[src/rtl/core/quote_aware_comment_stripper_unit_assert.svh]
// Assertion macros for the comment stripper unit.
// Expects clk_i and rst_ni in the scope where a macro is used.
`ifndef QUOTE_AWARE_COMMENT_STRIPPER_UNIT_ASSERT_SVH
`define QUOTE_AWARE_COMMENT_STRIPPER_UNIT_ASSERT_SVH

// Property that must hold at every clock edge outside reset.
`define QACS_ASSERT(name, prop, msg) \
  name: assert property (@(posedge clk_i) disable iff (!rst_ni) (prop)) else $error(msg);

// Consequence that must hold in the cycle after the antecedent.
`define QACS_ASSERT_NEXT(name, ante, cons, msg) \
  name: assert property (@(posedge clk_i) disable iff (!rst_ni) (ante) |=> (cons)) \
    else $error(msg);

`endif

[src/rtl/core/qacs_pkg.sv]
// Shared types and constants of the comment stripper unit.
// No dependencies; used by qacs_decide and the top level.
package qacs_pkg;

  localparam int unsigned MAX_DELIM_DEF   = 4;
  localparam int unsigned COUNT_WIDTH_DEF = 16;
  localparam int unsigned BYTE_W          = 8;
  localparam int unsigned PAT_W           = 32;
  localparam int unsigned PAT_BYTES       = PAT_W / BYTE_W;
  localparam int unsigned LEN_W           = 3;
  localparam int unsigned SKIP_W          = 3;
  localparam int unsigned CFG_IDX_W       = 2;

  localparam logic [BYTE_W-1:0] CH_QUOTE = 8'h22;
  localparam logic [BYTE_W-1:0] CH_CR    = 8'h0D;
  localparam logic [BYTE_W-1:0] CH_LF    = 8'h0A;

  localparam logic [PAT_W-1:0] OPEN_PATTERN_RST = 32'h0000_2F2F;
  localparam logic [LEN_W-1:0] OPEN_LENGTH_RST  = 3'd2;

  typedef enum logic [CFG_IDX_W-1:0] {
    REG_OPEN_PATTERN  = 2'd0,
    REG_OPEN_LENGTH   = 2'd1,
    REG_CLOSE_PATTERN = 2'd2,
    REG_CLOSE_LENGTH  = 2'd3
  } reg_idx_e;

  typedef struct packed {
    logic [PAT_W-1:0] open_pattern;
    logic [LEN_W-1:0] open_length;
    logic [PAT_W-1:0] close_pattern;
    logic [LEN_W-1:0] close_length;
  } cfg_t;

  typedef struct packed {
    logic              quotes;
    logic              comment;
    logic [SKIP_W-1:0] skip;
  } flags_t;

endpackage

[src/rtl/core/qacs_decide.sv]
// Keep/drop decision for the byte at the head of the lookahead window.
// Depends on qacs_pkg; purely combinational.
module qacs_decide import qacs_pkg::*; #(
  parameter int unsigned MAX_DELIM = MAX_DELIM_DEF
) (
  input  logic [MAX_DELIM-1:0][BYTE_W-1:0]  window_i,
  input  logic [$clog2(MAX_DELIM+1)-1:0]    fill_i,
  input  flags_t                            flags_i,
  input  cfg_t                              cfg_i,
  output logic                              keep_o,
  output flags_t                            flags_o
);

  localparam int unsigned FILL_W = $clog2(MAX_DELIM + 1);

  function automatic logic [FILL_W-1:0] clamp_len(logic [LEN_W-1:0] len);
    if (int'(len) > int'(MAX_DELIM)) begin
      return FILL_W'(MAX_DELIM);
    end
    return FILL_W'(len);
  endfunction

  logic [FILL_W-1:0]    olen, clen;
  logic [MAX_DELIM-1:0] open_ok, close_ok;
  logic                 open_match, close_match;
  logic [BYTE_W-1:0]    head, next_byte;
  logic                 line_end;

  assign olen = clamp_len(cfg_i.open_length);
  assign clen = clamp_len(cfg_i.close_length);
  assign head = window_i[0];

  for (genvar k = 0; k < MAX_DELIM; k++) begin : g_cmp
    logic [BYTE_W-1:0] open_b, close_b;
    if (k < PAT_BYTES) begin : g_pat
      assign open_b  = cfg_i.open_pattern[BYTE_W*k +: BYTE_W];
      assign close_b = cfg_i.close_pattern[BYTE_W*k +: BYTE_W];
    end else begin : g_zero
      assign open_b  = '0;
      assign close_b = '0;
    end
    // a delimiter byte beyond the held bytes never matches
    assign open_ok[k]  = (olen <= FILL_W'(k)) ||
                         ((FILL_W'(k) < fill_i) && (window_i[k] == open_b));
    assign close_ok[k] = (clen <= FILL_W'(k)) ||
                         ((FILL_W'(k) < fill_i) && (window_i[k] == close_b));
  end

  assign open_match  = &open_ok;
  assign close_match = &close_ok;

  if (MAX_DELIM > 1) begin : g_next
    assign next_byte = window_i[1];
  end else begin : g_no_next
    assign next_byte = '0;
  end

  // a lone CR stays in the comment; CR LF or LF ends it
  assign line_end = (head == CH_LF) ||
                    ((head == CH_CR) && (fill_i > FILL_W'(1)) && (next_byte == CH_LF));

  always_comb begin
    logic pass;
    pass    = 1'b0;
    flags_o = flags_i;
    keep_o  = 1'b0;
    if (flags_i.skip != '0) begin
      flags_o.skip = flags_i.skip - SKIP_W'(1);
    end else begin
      pass = 1'b1;
      if (flags_i.comment) begin
        if (clen == '0) begin
          if (line_end) begin
            flags_o.comment = 1'b0;
          end else begin
            pass = 1'b0;
          end
        end else begin
          if (close_match) begin
            flags_o.skip    = SKIP_W'(clen - FILL_W'(1));
            flags_o.comment = 1'b0;
          end
          pass = 1'b0;
        end
      end
      if (pass) begin
        if (head == CH_QUOTE) begin
          flags_o.quotes = !flags_i.quotes;
        end
        if (!flags_o.quotes && (olen != '0) && open_match) begin
          flags_o.skip    = SKIP_W'(olen - FILL_W'(1));
          flags_o.comment = 1'b1;
        end else begin
          keep_o = 1'b1;
        end
      end
    end
  end

endmodule

[src/rtl/core/quote_aware_comment_stripper_unit.sv]
// Top level of the comment stripper: input register, window state, result register.
// Depends on qacs_pkg, qacs_decide and quote_aware_comment_stripper_unit_assert.svh.
`include "quote_aware_comment_stripper_unit_assert.svh"

// Strips comments from a byte stream, one byte per transfer, honoring double
// quotes. Bytes are held in a MAX_DELIM-byte lookahead window; once it is full,
// each new byte decides the oldest one, so a text body streams at one byte per
// cycle while the output does not stall, with at most one result per byte. A
// byte marked final empties the window: the core takes it in, decides each
// buffered byte in turn, then sends the last result with end_of_text set (an
// end-only marker with byte_present low if nothing was kept); the input stalls
// until the last result is sent. Each byte passes the input register before its
// result is written to the output register. Configuration writes are always
// ready and take effect at once; write them only while the unit is idle.
module quote_aware_comment_stripper_unit import qacs_pkg::*; #(
  parameter int unsigned MAX_DELIM   = MAX_DELIM_DEF,
  parameter int unsigned COUNT_WIDTH = COUNT_WIDTH_DEF
) (
  input  logic                   clk_i,
  input  logic                   rst_ni,
  // configuration write channel
  input  logic                   cfg_valid_i,
  output logic                   cfg_ready_o,
  input  logic [CFG_IDX_W-1:0]   cfg_index_i,
  input  logic [PAT_W-1:0]       cfg_data_i,
  // text input
  input  logic                   in_valid_i,
  output logic                   in_stall_o,
  input  logic [BYTE_W-1:0]      text_byte_i,
  input  logic                   final_byte_i,
  // results
  output logic                   out_valid_o,
  input  logic                   out_stall_i,
  output logic [BYTE_W-1:0]      kept_byte_o,
  output logic                   byte_present_o,
  output logic                   end_of_text_o,
  output logic [COUNT_WIDTH-1:0] kept_total_o
);

  localparam int unsigned FILL_W = $clog2(MAX_DELIM + 1);

  cfg_t cfg_q;

  logic              in_valid_q, in_valid_d;
  logic [BYTE_W-1:0] in_byte_q;
  logic              in_final_q;
  logic              in_take;

  logic [MAX_DELIM-1:0][BYTE_W-1:0] win_q, win_d, win_a;
  logic [FILL_W-1:0]                fill_q, fill_d, fill_a;
  flags_t                           flags_q, flags_d, dec_flags;
  logic [COUNT_WIDTH-1:0]           count_q, count_d, count_inc;
  logic                             flush_q, flush_d;

  logic                   hold_valid_q, hold_valid_d;
  logic [BYTE_W-1:0]      hold_byte_q, hold_byte_d;
  logic [COUNT_WIDTH-1:0] hold_total_q, hold_total_d;

  logic                   out_valid_q, out_valid_d, out_wr;
  logic [BYTE_W-1:0]      out_byte_q, out_byte_d;
  logic                   out_present_q, out_present_d;
  logic                   out_eot_q, out_eot_d;
  logic [COUNT_WIDTH-1:0] out_total_q, out_total_d;

  logic out_free, step_in, step_flush, step_drain, do_head, keep;

  // configuration registers
  assign cfg_ready_o = 1'b1;

  always_ff @(posedge clk_i or negedge rst_ni) begin
    if (!rst_ni) begin
      cfg_q.open_pattern  <= OPEN_PATTERN_RST;
      cfg_q.open_length   <= OPEN_LENGTH_RST;
      cfg_q.close_pattern <= '0;
      cfg_q.close_length  <= '0;
    end else if (cfg_valid_i) begin
      case (reg_idx_e'(cfg_index_i))
        REG_OPEN_PATTERN:  cfg_q.open_pattern  <= cfg_data_i;
        REG_OPEN_LENGTH:   cfg_q.open_length   <= cfg_data_i[LEN_W-1:0];
        REG_CLOSE_PATTERN: cfg_q.close_pattern <= cfg_data_i;
        REG_CLOSE_LENGTH:  cfg_q.close_length  <= cfg_data_i[LEN_W-1:0];
        default: ;
      endcase
    end
  end

  // step selection
  assign out_free   = !out_valid_q || !out_stall_i;
  assign step_in    = in_valid_q && !flush_q && out_free;
  assign step_flush = flush_q && (fill_q != '0) && out_free;
  assign step_drain = flush_q && (fill_q == '0) && out_free;

  assign in_stall_o = in_valid_q && !step_in;
  assign in_take    = in_valid_i && !in_stall_o;
  assign in_valid_d = in_take || (in_valid_q && !step_in);

  // append the registered byte to the window
  always_comb begin
    win_a  = win_q;
    fill_a = fill_q;
    if (step_in) begin
      for (int k = 0; k < MAX_DELIM; k++) begin
        if (fill_q == FILL_W'(k)) begin
          win_a[k] = in_byte_q;
        end
      end
      fill_a = fill_q + FILL_W'(1);
    end
  end

  assign do_head = (step_in && !in_final_q && (fill_a == FILL_W'(MAX_DELIM))) || step_flush;

  qacs_decide #(
    .MAX_DELIM (MAX_DELIM)
  ) u_decide (
    .window_i (win_a),
    .fill_i   (fill_a),
    .flags_i  (flags_q),
    .cfg_i    (cfg_q),
    .keep_o   (keep),
    .flags_o  (dec_flags)
  );

  assign count_inc = (count_q == '1) ? count_q : count_q + COUNT_WIDTH'(1);

  always_comb begin
    win_d         = win_a;
    fill_d        = fill_a;
    flags_d       = flags_q;
    count_d       = count_q;
    flush_d       = flush_q;
    hold_valid_d  = hold_valid_q;
    hold_byte_d   = hold_byte_q;
    hold_total_d  = hold_total_q;
    out_wr        = 1'b0;
    out_byte_d    = out_byte_q;
    out_present_d = out_present_q;
    out_eot_d     = out_eot_q;
    out_total_d   = out_total_q;

    if (do_head) begin
      flags_d = dec_flags;
      for (int k = 0; k < MAX_DELIM - 1; k++) begin
        win_d[k] = win_a[k+1];
      end
      win_d[MAX_DELIM-1] = '0;
      fill_d = fill_a - FILL_W'(1);
      if (keep) begin
        count_d = count_inc;
      end
    end

    if (step_in && in_final_q) begin
      flush_d = 1'b1;
    end

    if (step_in && do_head && keep) begin
      out_wr        = 1'b1;
      out_byte_d    = win_a[0];
      out_present_d = 1'b1;
      out_eot_d     = 1'b0;
      out_total_d   = count_inc;
    end

    // while flushing, hold back one kept byte so the last one can carry end_of_text
    if (step_flush && keep) begin
      if (hold_valid_q) begin
        out_wr        = 1'b1;
        out_byte_d    = hold_byte_q;
        out_present_d = 1'b1;
        out_eot_d     = 1'b0;
        out_total_d   = hold_total_q;
      end
      hold_valid_d = 1'b1;
      hold_byte_d  = win_a[0];
      hold_total_d = count_inc;
    end

    if (step_drain) begin
      out_wr    = 1'b1;
      out_eot_d = 1'b1;
      if (hold_valid_q) begin
        out_byte_d    = hold_byte_q;
        out_present_d = 1'b1;
        out_total_d   = hold_total_q;
      end else begin
        out_byte_d    = '0;
        out_present_d = 1'b0;
        out_total_d   = count_q;
      end
      win_d        = '0;
      fill_d       = '0;
      flags_d      = '0;
      count_d      = '0;
      flush_d      = 1'b0;
      hold_valid_d = 1'b0;
    end
  end

  assign out_valid_d = out_wr || (out_valid_q && out_stall_i);

  always_ff @(posedge clk_i or negedge rst_ni) begin
    if (!rst_ni) begin
      in_valid_q   <= 1'b0;
      win_q        <= '0;
      fill_q       <= '0;
      flags_q      <= '0;
      count_q      <= '0;
      flush_q      <= 1'b0;
      hold_valid_q <= 1'b0;
      out_valid_q  <= 1'b0;
    end else begin
      in_valid_q   <= in_valid_d;
      win_q        <= win_d;
      fill_q       <= fill_d;
      flags_q      <= flags_d;
      count_q      <= count_d;
      flush_q      <= flush_d;
      hold_valid_q <= hold_valid_d;
      out_valid_q  <= out_valid_d;
    end
  end

  always_ff @(posedge clk_i) begin
    if (in_take) begin
      in_byte_q  <= text_byte_i;
      in_final_q <= final_byte_i;
    end
    hold_byte_q  <= hold_byte_d;
    hold_total_q <= hold_total_d;
    if (out_wr) begin
      out_byte_q    <= out_byte_d;
      out_present_q <= out_present_d;
      out_eot_q     <= out_eot_d;
      out_total_q   <= out_total_d;
    end
  end

  assign out_valid_o    = out_valid_q;
  assign kept_byte_o    = out_byte_q;
  assign byte_present_o = out_present_q;
  assign end_of_text_o  = out_eot_q;
  assign kept_total_o   = out_total_q;

  `QACS_ASSERT(a_fill_range, fill_q <= FILL_W'(MAX_DELIM), "window fill out of range")
  `QACS_ASSERT(a_fill_stream, flush_q || (fill_q != FILL_W'(MAX_DELIM)), "full window left undecided")
  `QACS_ASSERT(a_hold_flush, !hold_valid_q || flush_q, "held result outside a flush")
  `QACS_ASSERT_NEXT(a_drain_eot, step_drain, out_valid_o && end_of_text_o, "flush end lost")

endmodule
[config.mk]
export PLATFORM = sky130hd
export DESIGN_NAME = quote_aware_comment_stripper_unit
export DESIGN_NICKNAME = d
export VERILOG_FILES = /design/src/rtl/core/qacs_pkg.sv /design/src/rtl/core/qacs_decide.sv /design/src/rtl/core/quote_aware_comment_stripper_unit.sv
export VERILOG_INCLUDE_DIRS = /design/src /design/src/rtl/core
export SDC_FILE = /design/constraint.sdc
export NUM_CORES = 1
export LEC_CHECK = 0
export BUFFER_PORTS_ARGS = -buffer_cell sky130_fd_sc_hd__buf_2
export CAP_MARGIN = 40
export CORE_ASPECT_RATIO = 0.9
export CORE_MARGIN = 3
export CORE_UTILIZATION = 61
export CTS_CLUSTER_DIAMETER = 200
export CTS_CLUSTER_SIZE = 8
export DETAILED_ROUTE_END_ITERATION = 16
export GPL_ROUTABILITY_DRIVEN = 0
export HOLD_SLACK_MARGIN = 0.15
export MAX_ROUTING_LAYER = met4
export PLACE_DENSITY = 0.8
export SLEW_MARGIN = 20
export SYNTH_ARGS = -nofsm -noshare
export SYNTH_HDL_FRONTEND = slang
export SYNTH_SLANG_ARGS = --single-unit
export TNS_END_PERCENT = 10
[constraint.sdc]
create_clock -name clk_i -period 4.75 [get_ports clk_i]
set_input_delay 1.425 -clock clk_i [delete_from_list [all_inputs] [get_ports clk_i]]
set_output_delay 1.425 -clock clk_i [all_outputs]
set_load 0.005 [all_outputs]
==> flow_metrics.env, run 1 <==
export IMPL_die_area_sq_um=19500
export IMPL_required_ps=4940
export IMPL_drt_wl_total_mm=29.6
export IMPL_synth_area_leader_cell="dfrtp_1"
export IMPL_yosys_top_cells_count="dfrtp_1, mux2_2, nand2_1"
export IMPL_grt_start_max_net_pins=63
export IMPL_antenna_found_initial=1
export IMPL_wl_per_cell_um=21.6
export IMPL_synth_top_flop_cell="dfrtp_1"
export IMPL_cts_sinks=189
export IMPL_io_pins=77
export IMPL_whs_ps=508
export IMPL_power_density_nw_per_um2=583
export IMPL_endpoint="kept_total_o[13]$_DFFE_PP_"
export IMPL_final_setup_viol_count=0
export IMPL_track_usage_pct=31.3
export IMPL_r2r_cells=11
export IMPL_drcViolationCount=0
export IMPL_seqCellArea_sq_um=5040
export IMPL_cts_tree="yes"
export IMPL_internal_power_mw=4.31
export IMPL_clk_latency_ps=440
export IMPL_status="complete, no violations"
export IMPL_p_switching_mw=2.87
export IMPL_p_clk_share_pct=20.7
export IMPL_cts_root_buf="clkbuf_16"
export IMPL_synth_cells=1043
export IMPL_synth_top_area_share_pct=27.4
export IMPL_setup_worst_path_start="fill_q[0]$_DFF_PN0_"
export IMPL_grt_overflow_total=0
export IMPL_cp_end_kind="flip-flop"
export IMPL_fp_dieH_um=133
export IMPL_crit_arrival_ps=4560
export IMPL_ant_nets=0
export IMPL_finalCritPeriodShare_pct=92.1
export IMPL_place_inst=1341
export IMPL_hpwl_mm=21.2
export IMPL_avgSynthCellArea_sq_um=10.4
export IMPL_post_cts_setup_buffers=0
export IMPL_rows=45
export IMPL_yosysMostFrequentCell="dfrtp_1"
export IMPL_p_seq_share_pct=37.4
export IMPL_core_area_sq_um=17200
export IMPL_final_max_slew_violation_count=0
export IMPL_r2r_end="kept_total_o[13]$_DFFE_PP_"
export IMPL_hp_class="flip-flop to flip-flop"
export IMPL_htree_levels=4
export IMPL_die_x_um=147
export IMPL_dr_total_vias=9020
export IMPL_synth_edf_count=59
export IMPL_finalNonFillerCells=1374
export IMPL_post_cts_resize_count=0
export IMPL_multi_input_area_sq_um=5400
export IMPL_rsz0062_at_grt="no"
export IMPL_yosysWarnings=0
export IMPL_swShare_pct=40.0
export IMPL_clockBufferDepth=2
export IMPL_fmax_mhz=229
export IMPL_yosys_top_cells_area="dfrtp_1, edfxtp_1, mux2_2, xnor2_1, dfstp_2"
export IMPL_grt_first_pass_wirelength_mm=46.6
export IMPL_first_pass_iters=6
export IMPL_drive_gt1_share_pct=24.1
export IMPL_cts_hold_buf=0
export IMPL_finalHoldViolCount=0
export IMPL_rr_startpoint="fill_q[0]$_DFF_PN0_"
export IMPL_pwr_share_comb_pct=41.9
export IMPL_async_reset_ff_share_pct=68.8
export IMPL_synth_nets=1107
export IMPL_synth_area_sq_um=10900
export IMPL_nets=1189
export IMPL_leakagePower_nw=5.04
export IMPL_area_growth_pct=13.1
export IMPL_first_iter_violations=1045
export IMPL_cts_buffers=17
export IMPL_tns_ps=0
export IMPL_crit_type="flip-flop to flip-flop"
export IMPL_seq_area_frac_synth_pct=46.3
export IMPL_place_area_sq_um=11700
export IMPL_relSlewSlack_pct=45.4
export IMPL_rrSetupSlack_ps=370
export IMPL_synth_cell_type_count=92
export IMPL_grt_pass1_vias=8640
export IMPL_fin_skew_ps=13.2
export IMPL_maxCapViolCount=0
export IMPL_design_area_sq_um=12300
export IMPL_vias_per_cell=6.56
export IMPL_port_buffer_count=75
export IMPL_fill_cells=1237
export IMPL_clkTransAtPathRegs_ps=70
export IMPL_ir_drop_mv=0.370
export IMPL_start_util_pct=63.4
export IMPL_ys_ff_latch=189
export IMPL_start_kind="flip-flop"
export IMPL_worst_slew_pin_slew_ps=819
export IMPL_crit_fanout=12
export IMPL_fin_crit_ps=4380
## kinds of logic (layout without fill, tap and decap cells)
| group | Yosys count | after routing | share of synthesized area [%] |
|---|---|---|---|
| xor gates and xnor gates | 66 | 66 | 5.31 |
| and+or+nand+nor | 325 | 325 | 16.5 |
| adders and majority gates | 16 | 16 | 1.84 |
| DFF | 189 | 189 | 46.3 |
| other | 1 | 2 | 0.0345 |
| AOI/OAI and AO/OA | 238 | 238 | 15.5 |
| buffers and inverters | 107 | 202 | 4.35 |
| muxes | 101 | 101 | 10.2 |
## worst max-delay path, cell delays in order, from the launching register on
cell,delay [ps]
dfrtp_1,490
ha_1,200
ha_1,410
clkinv_1,350
o31ai_2,420
a21oi_1,120
nor4_1,550
a41oi_1,330
o311a_1,580
nor3_2,260
o31ai_1,110
a221o_1,320
## state kept, by name, indices dropped and copies added (netlist names)
register and count:
cfg_q 70, kept_total_o 16, count_q 16, out_valid_o 1, hold_valid_q 1, in_valid_q 1
fill_q 3, in_final_q 1, flush_q 1, end_of_text_o 1, win_q 32, hold_total_q 16
hold_byte_q 8, byte_present_o 1, in_byte_q 8, flags_q 5, kept_byte_o 8
## placed cells by master, fill, tap and decap left out, types with 4 or more instances in the layout
| master | synthesis | final |
|---|---|---|
| a211oi_1 | 13 | 13 |
| a21o_1 | 7 | 7 |
| a21oi_1 | 36 | 36 |
| a222oi_1 | 5 | 5 |
| a22oi_1 | 8 | 8 |
| a31oi_1 | 6 | 6 |
| and2_1 | 18 | 18 |
| and3_1 | 14 | 14 |
| buf_12 | 0 | 5 |
| buf_2 | 17 | 74 |
| buf_4 | 7 | 42 |
| clkbuf_16 | 0 | 17 |
| clkinv_1 | 1 | 4 |
| dfrtp_1 | 119 | 119 |
| dfstp_2 | 11 | 11 |
| edfxtp_1 | 59 | 59 |
| ha_1 | 16 | 16 |
| inv_1 | 48 | 48 |
| mux2_2 | 70 | 70 |
| mux2i_1 | 27 | 27 |
| nand2_1 | 63 | 63 |
| nand2_2 | 4 | 4 |
| nand2b_1 | 13 | 13 |
| nand3_1 | 43 | 42 |
| nand3b_1 | 4 | 4 |
| nand4_1 | 20 | 20 |
| nand4b_1 | 7 | 7 |
| nor2_1 | 53 | 53 |
| nor2b_1 | 18 | 18 |
| nor3_1 | 28 | 28 |
| nor4_1 | 15 | 15 |
| o211ai_1 | 12 | 12 |
| o21ai_0 | 56 | 56 |
| o21ai_1 | 13 | 13 |
| o221a_2 | 6 | 6 |
| o31ai_1 | 20 | 20 |
| xnor2_1 | 36 | 36 |
| xor2_1 | 30 | 30 |
## worst min-delay path by stage
stage / from / to / slack (ps) / depth (start not counted)
3_3_place_gp: cfg_q[35]$_DFFE_PN0P_ / cfg_q[35]$_DFFE_PN0P_ / 490 / 1
6_report: cfg_q[11]$_DFFE_PN0P_ / cfg_q[11]$_DFFE_PN0P_ / 510 / 1
4_1_cts: cfg_q[11]$_DFFE_PN0P_ / cfg_q[11]$_DFFE_PN0P_ / 510 / 1
2_1_floorplan: cfg_q[35]$_DFFE_PN0P_ / cfg_q[35]$_DFFE_PN0P_ / 470 / 1
5_1_grt: cfg_q[11]$_DFFE_PN0P_ / cfg_q[11]$_DFFE_PN0P_ / 540 / 1
3_5_place_dp: cfg_q[11]$_DFFE_PN0P_ / cfg_q[11]$_DFFE_PN0P_ / 490 / 1
## per-stage QoR
stage	util (%)	setup WS, ps	total power [mW]
after global placement	68.0	99.1	5.51
after floorplan	-	-3.61	4.60
after CTS	71.7	483	7.11
after global routing	71.7	38.6	7.54
after detailed placement	68.1	41.0	5.60
final	71.7	374	7.18
## power groups by stage
stage	Clock (mW)	Combinational (mW)	Sequential (mW)
after floorplan	0	2.09	2.52
after global placement	0	2.83	2.68
after detailed placement	0	2.91	2.69
after CTS	1.50	2.94	2.67
after global routing	1.56	3.25	2.73
final	1.49	3.01	2.68
## area by class of cell
cell class              instances  share of cell area (%)
diodes                          1                  0.0203
repair buffers                121                    6.38
clock buffers                  19                    3.60
flip-flops and latches        189                    40.9
inverters                      49                    1.49
clock inverters                13                    1.32
multi-input cells             747                    43.9
well taps                     235                    2.39
## routing by layer
metal	part of all wire, %	GRT usage [%]	routed length [um]	up-vias
met5	0	-	0	-
met4	3.0	11.2	902	0
met3	11	7.16	3350	90
met2	44	45.0	13100	534
met1	41	43.9	12300	4378
li1	-	-	-	4018
Note: power is estimated with default switching activity, not from simulation.
==> run 2, diff against run 1 <==
Settings changed: CORE_UTILIZATION 61 to 35, PLACE_DENSITY 0.8 to default.
==> run 2 against run 1 <==
  * Sequential power is essentially flat
  * Via count shrank 3.1%
  * Routed wire length grew 6.5%
  * Clock skew grew 3.7 ps
  * Clock-buffer cell count shrank 1
  * Critical path type unchanged
  * Largest cell class unchanged
  * Highest routed layer unchanged
==> flow_metrics.env, run 2 (synthesis gave the netlist of run 1 again) <==
export IMPL_status="complete, no violations"
export IMPL_nets=1196
export IMPL_relSlewSlack_pct=48.0
export IMPL_layout_setup_ws_ps=348
export IMPL_grt_first_pass_wirelength_mm=49.8
export IMPL_pre_cts_slack_ps=-59.7
export IMPL_die_area_sq_um=33200
export IMPL_finalCritPeriodShare_pct=92.7
export IMPL_drive_gt1_share_pct=24.8
export IMPL_crit_arrival_ps=4610
export IMPL_required_ps=4960
export IMPL_grt_pass1_vias=8418
export IMPL_top_register="cfg_q"
export IMPL_ant_nets=0
export IMPL_clkTransAtPathRegs_ps=80
export IMPL_final_max_slew_violation_count=0
export IMPL_htree_levels=4
export IMPL_worst_slew_pin_slew_ps=779
export IMPL_fmax_mhz=227
export IMPL_tns_ps=0
export IMPL_start_util_pct=36.0
export IMPL_maxCapViolCount=0
export IMPL_hpwl_mm=22.7
export IMPL_power_density_nw_per_um2=573
export IMPL_largest_reg_flops=70
export IMPL_drcViolationCount=0
export IMPL_crit_fanout=14
export IMPL_drt_wl_total_mm=31.6
export IMPL_io_pins=77
export IMPL_finalNonFillerCells=1549
export IMPL_track_usage_pct=19.8
export IMPL_grt_overflow_total=0
export IMPL_cp_end_kind="flip-flop"
export IMPL_cts_hold_buf=0
export IMPL_clockBufferDepth=2
export IMPL_final_common_cell="dfrtp_1"
export IMPL_core_area_sq_um=30300
export IMPL_first_pass_iters=5
export IMPL_port_buffer_count=75
export IMPL_final_setup_viol_count=0
export IMPL_antenna_found_initial=1
export IMPL_rsz0062_at_grt="no"
export IMPL_wl_per_cell_um=20.4
export IMPL_cts_sinks=189
export IMPL_vias_per_cell=5.64
export IMPL_ir_drop_mv=0.319
export IMPL_finalHoldViolCount=0
export IMPL_post_cts_setup_buffers=0
export IMPL_cts_tree="yes"
export IMPL_crit_type="flip-flop to flip-flop"
export IMPL_start_kind="flip-flop"
export IMPL_post_cts_resize_count=0
export IMPL_fin_skew_ps=16.9
export IMPL_grt_start_max_net_pins=86
export IMPL_area_growth_pct=15.0
export IMPL_final_cell_mix="dfrtp_1, buf_2, mux2_2, nand2_1, edfxtp_1"
export IMPL_hp_class="flip-flop to flip-flop"
export IMPL_fin_crit_ps=4400
export IMPL_place_inst=1515
export IMPL_die_x_um=192
export IMPL_fp_dieH_um=173
export IMPL_clk_latency_ps=450
export IMPL_first_iter_violations=818
export IMPL_fill_cells=2947
export IMPL_cts_root_buf="clkbuf_16"
export IMPL_largest_registers="cfg_q x70, win_q x32"
export IMPL_leakagePower_nw=5.06
export IMPL_cts_buffers=17
export IMPL_dr_total_vias=8736
export IMPL_rows=60
## run 2: changes by cell type in the layout (fill, tap and decap cells not counted)
cell	previous run	this run
bufinv_16	3	1
buf_6	0	1
clkinv_2	0	1
clkinvlp_4	2	1
buf_4	42	52
buf_16	0	1
clkinv_8	0	1
clkbuf_1	1	0
clkinv_1	4	2
inv_8	1	4
buf_12	5	0
clkinv_4	2	3
## run 2: per-layer routing
layer | track usage (%) | vias to the layer above | wire, um
li1 | - | 4032 | -
met1 | 29.9 | 4359 | 15500
met2 | 27.6 | 324 | 13400
met3 | 3.64 | 21 | 2460
met4 | 3.61 | 0 | 255
met5 | - | - | 0
## run 2: power breakdown
part           switching (mW)  internal (mW)  total (mW)
registers               0.407           2.25        2.66
logic                    1.83           1.21        3.03
clock network           0.717          0.759        1.48
## run 2: layout make-up
class | instances | area (sq um) | share of cell area (%)
Antenna cell | 1 | 2.50 | 0.0200
Clock buffer | 18 | 439 | 3.51
Clock inverter | 14 | 151 | 1.21
Inverter | 49 | 184 | 1.47
Multi-Input combinational cell | 747 | 5400 | 43.1
Sequential cell | 189 | 5040 | 40.3
Tap cell | 403 | 504 | 4.03
Timing Repair Buffer | 128 | 800 | 6.39
## run 2: critical path, stage by stage, from the launching register on
cell	delay (ps)
dfrtp_1	500
ha_1	200
ha_1	400
clkinv_1	360
o31ai_1	470
and2_1	290
a221oi_1	140
buf_4	170
a41oi_1	390
nor3_4	150
buf_4	180
a21oi_4	540
mux2i_1	270
o21ai_0	90
## run 2: metrics by stage
step           util, %  hold slack (ps)  cell area, sq um  power (mW)
2_1_floorplan        -              471             10900        4.60
3_3_place_gp      39.3              483             11900        5.62
3_5_place_dp      39.3              498             11900        5.67
4_1_cts           41.3              516             12500        7.17
5_1_grt           41.4              530             12500        7.62
6_report          41.4              514             12500        7.17
## run 2: path summary, 6_finish.rpt
path                            slack (ps)  cells past startpoint             startpoint                         to
worst min register to register         510                      1  cfg_q[11]$_DFFE_PN0P_      cfg_q[11]$_DFFE_PN0P_
worst max register to register         350                     13    fill_q[0]$_DFF_PN0_  kept_total_o[5]$_DFFE_PP_
worst min-delay path                   510                      1  cfg_q[11]$_DFFE_PN0P_      cfg_q[11]$_DFFE_PN0P_
max in group asynchronous             3050                      3                 rst_ni     flags_q[3]$_DFFE_PN0P_
min in group asynchronous              760                      1                 rst_ni      cfg_q[17]$_DFFE_PN0P_
worst max-delay path                   350                     13    fill_q[0]$_DFF_PN0_  kept_total_o[5]$_DFFE_PP_
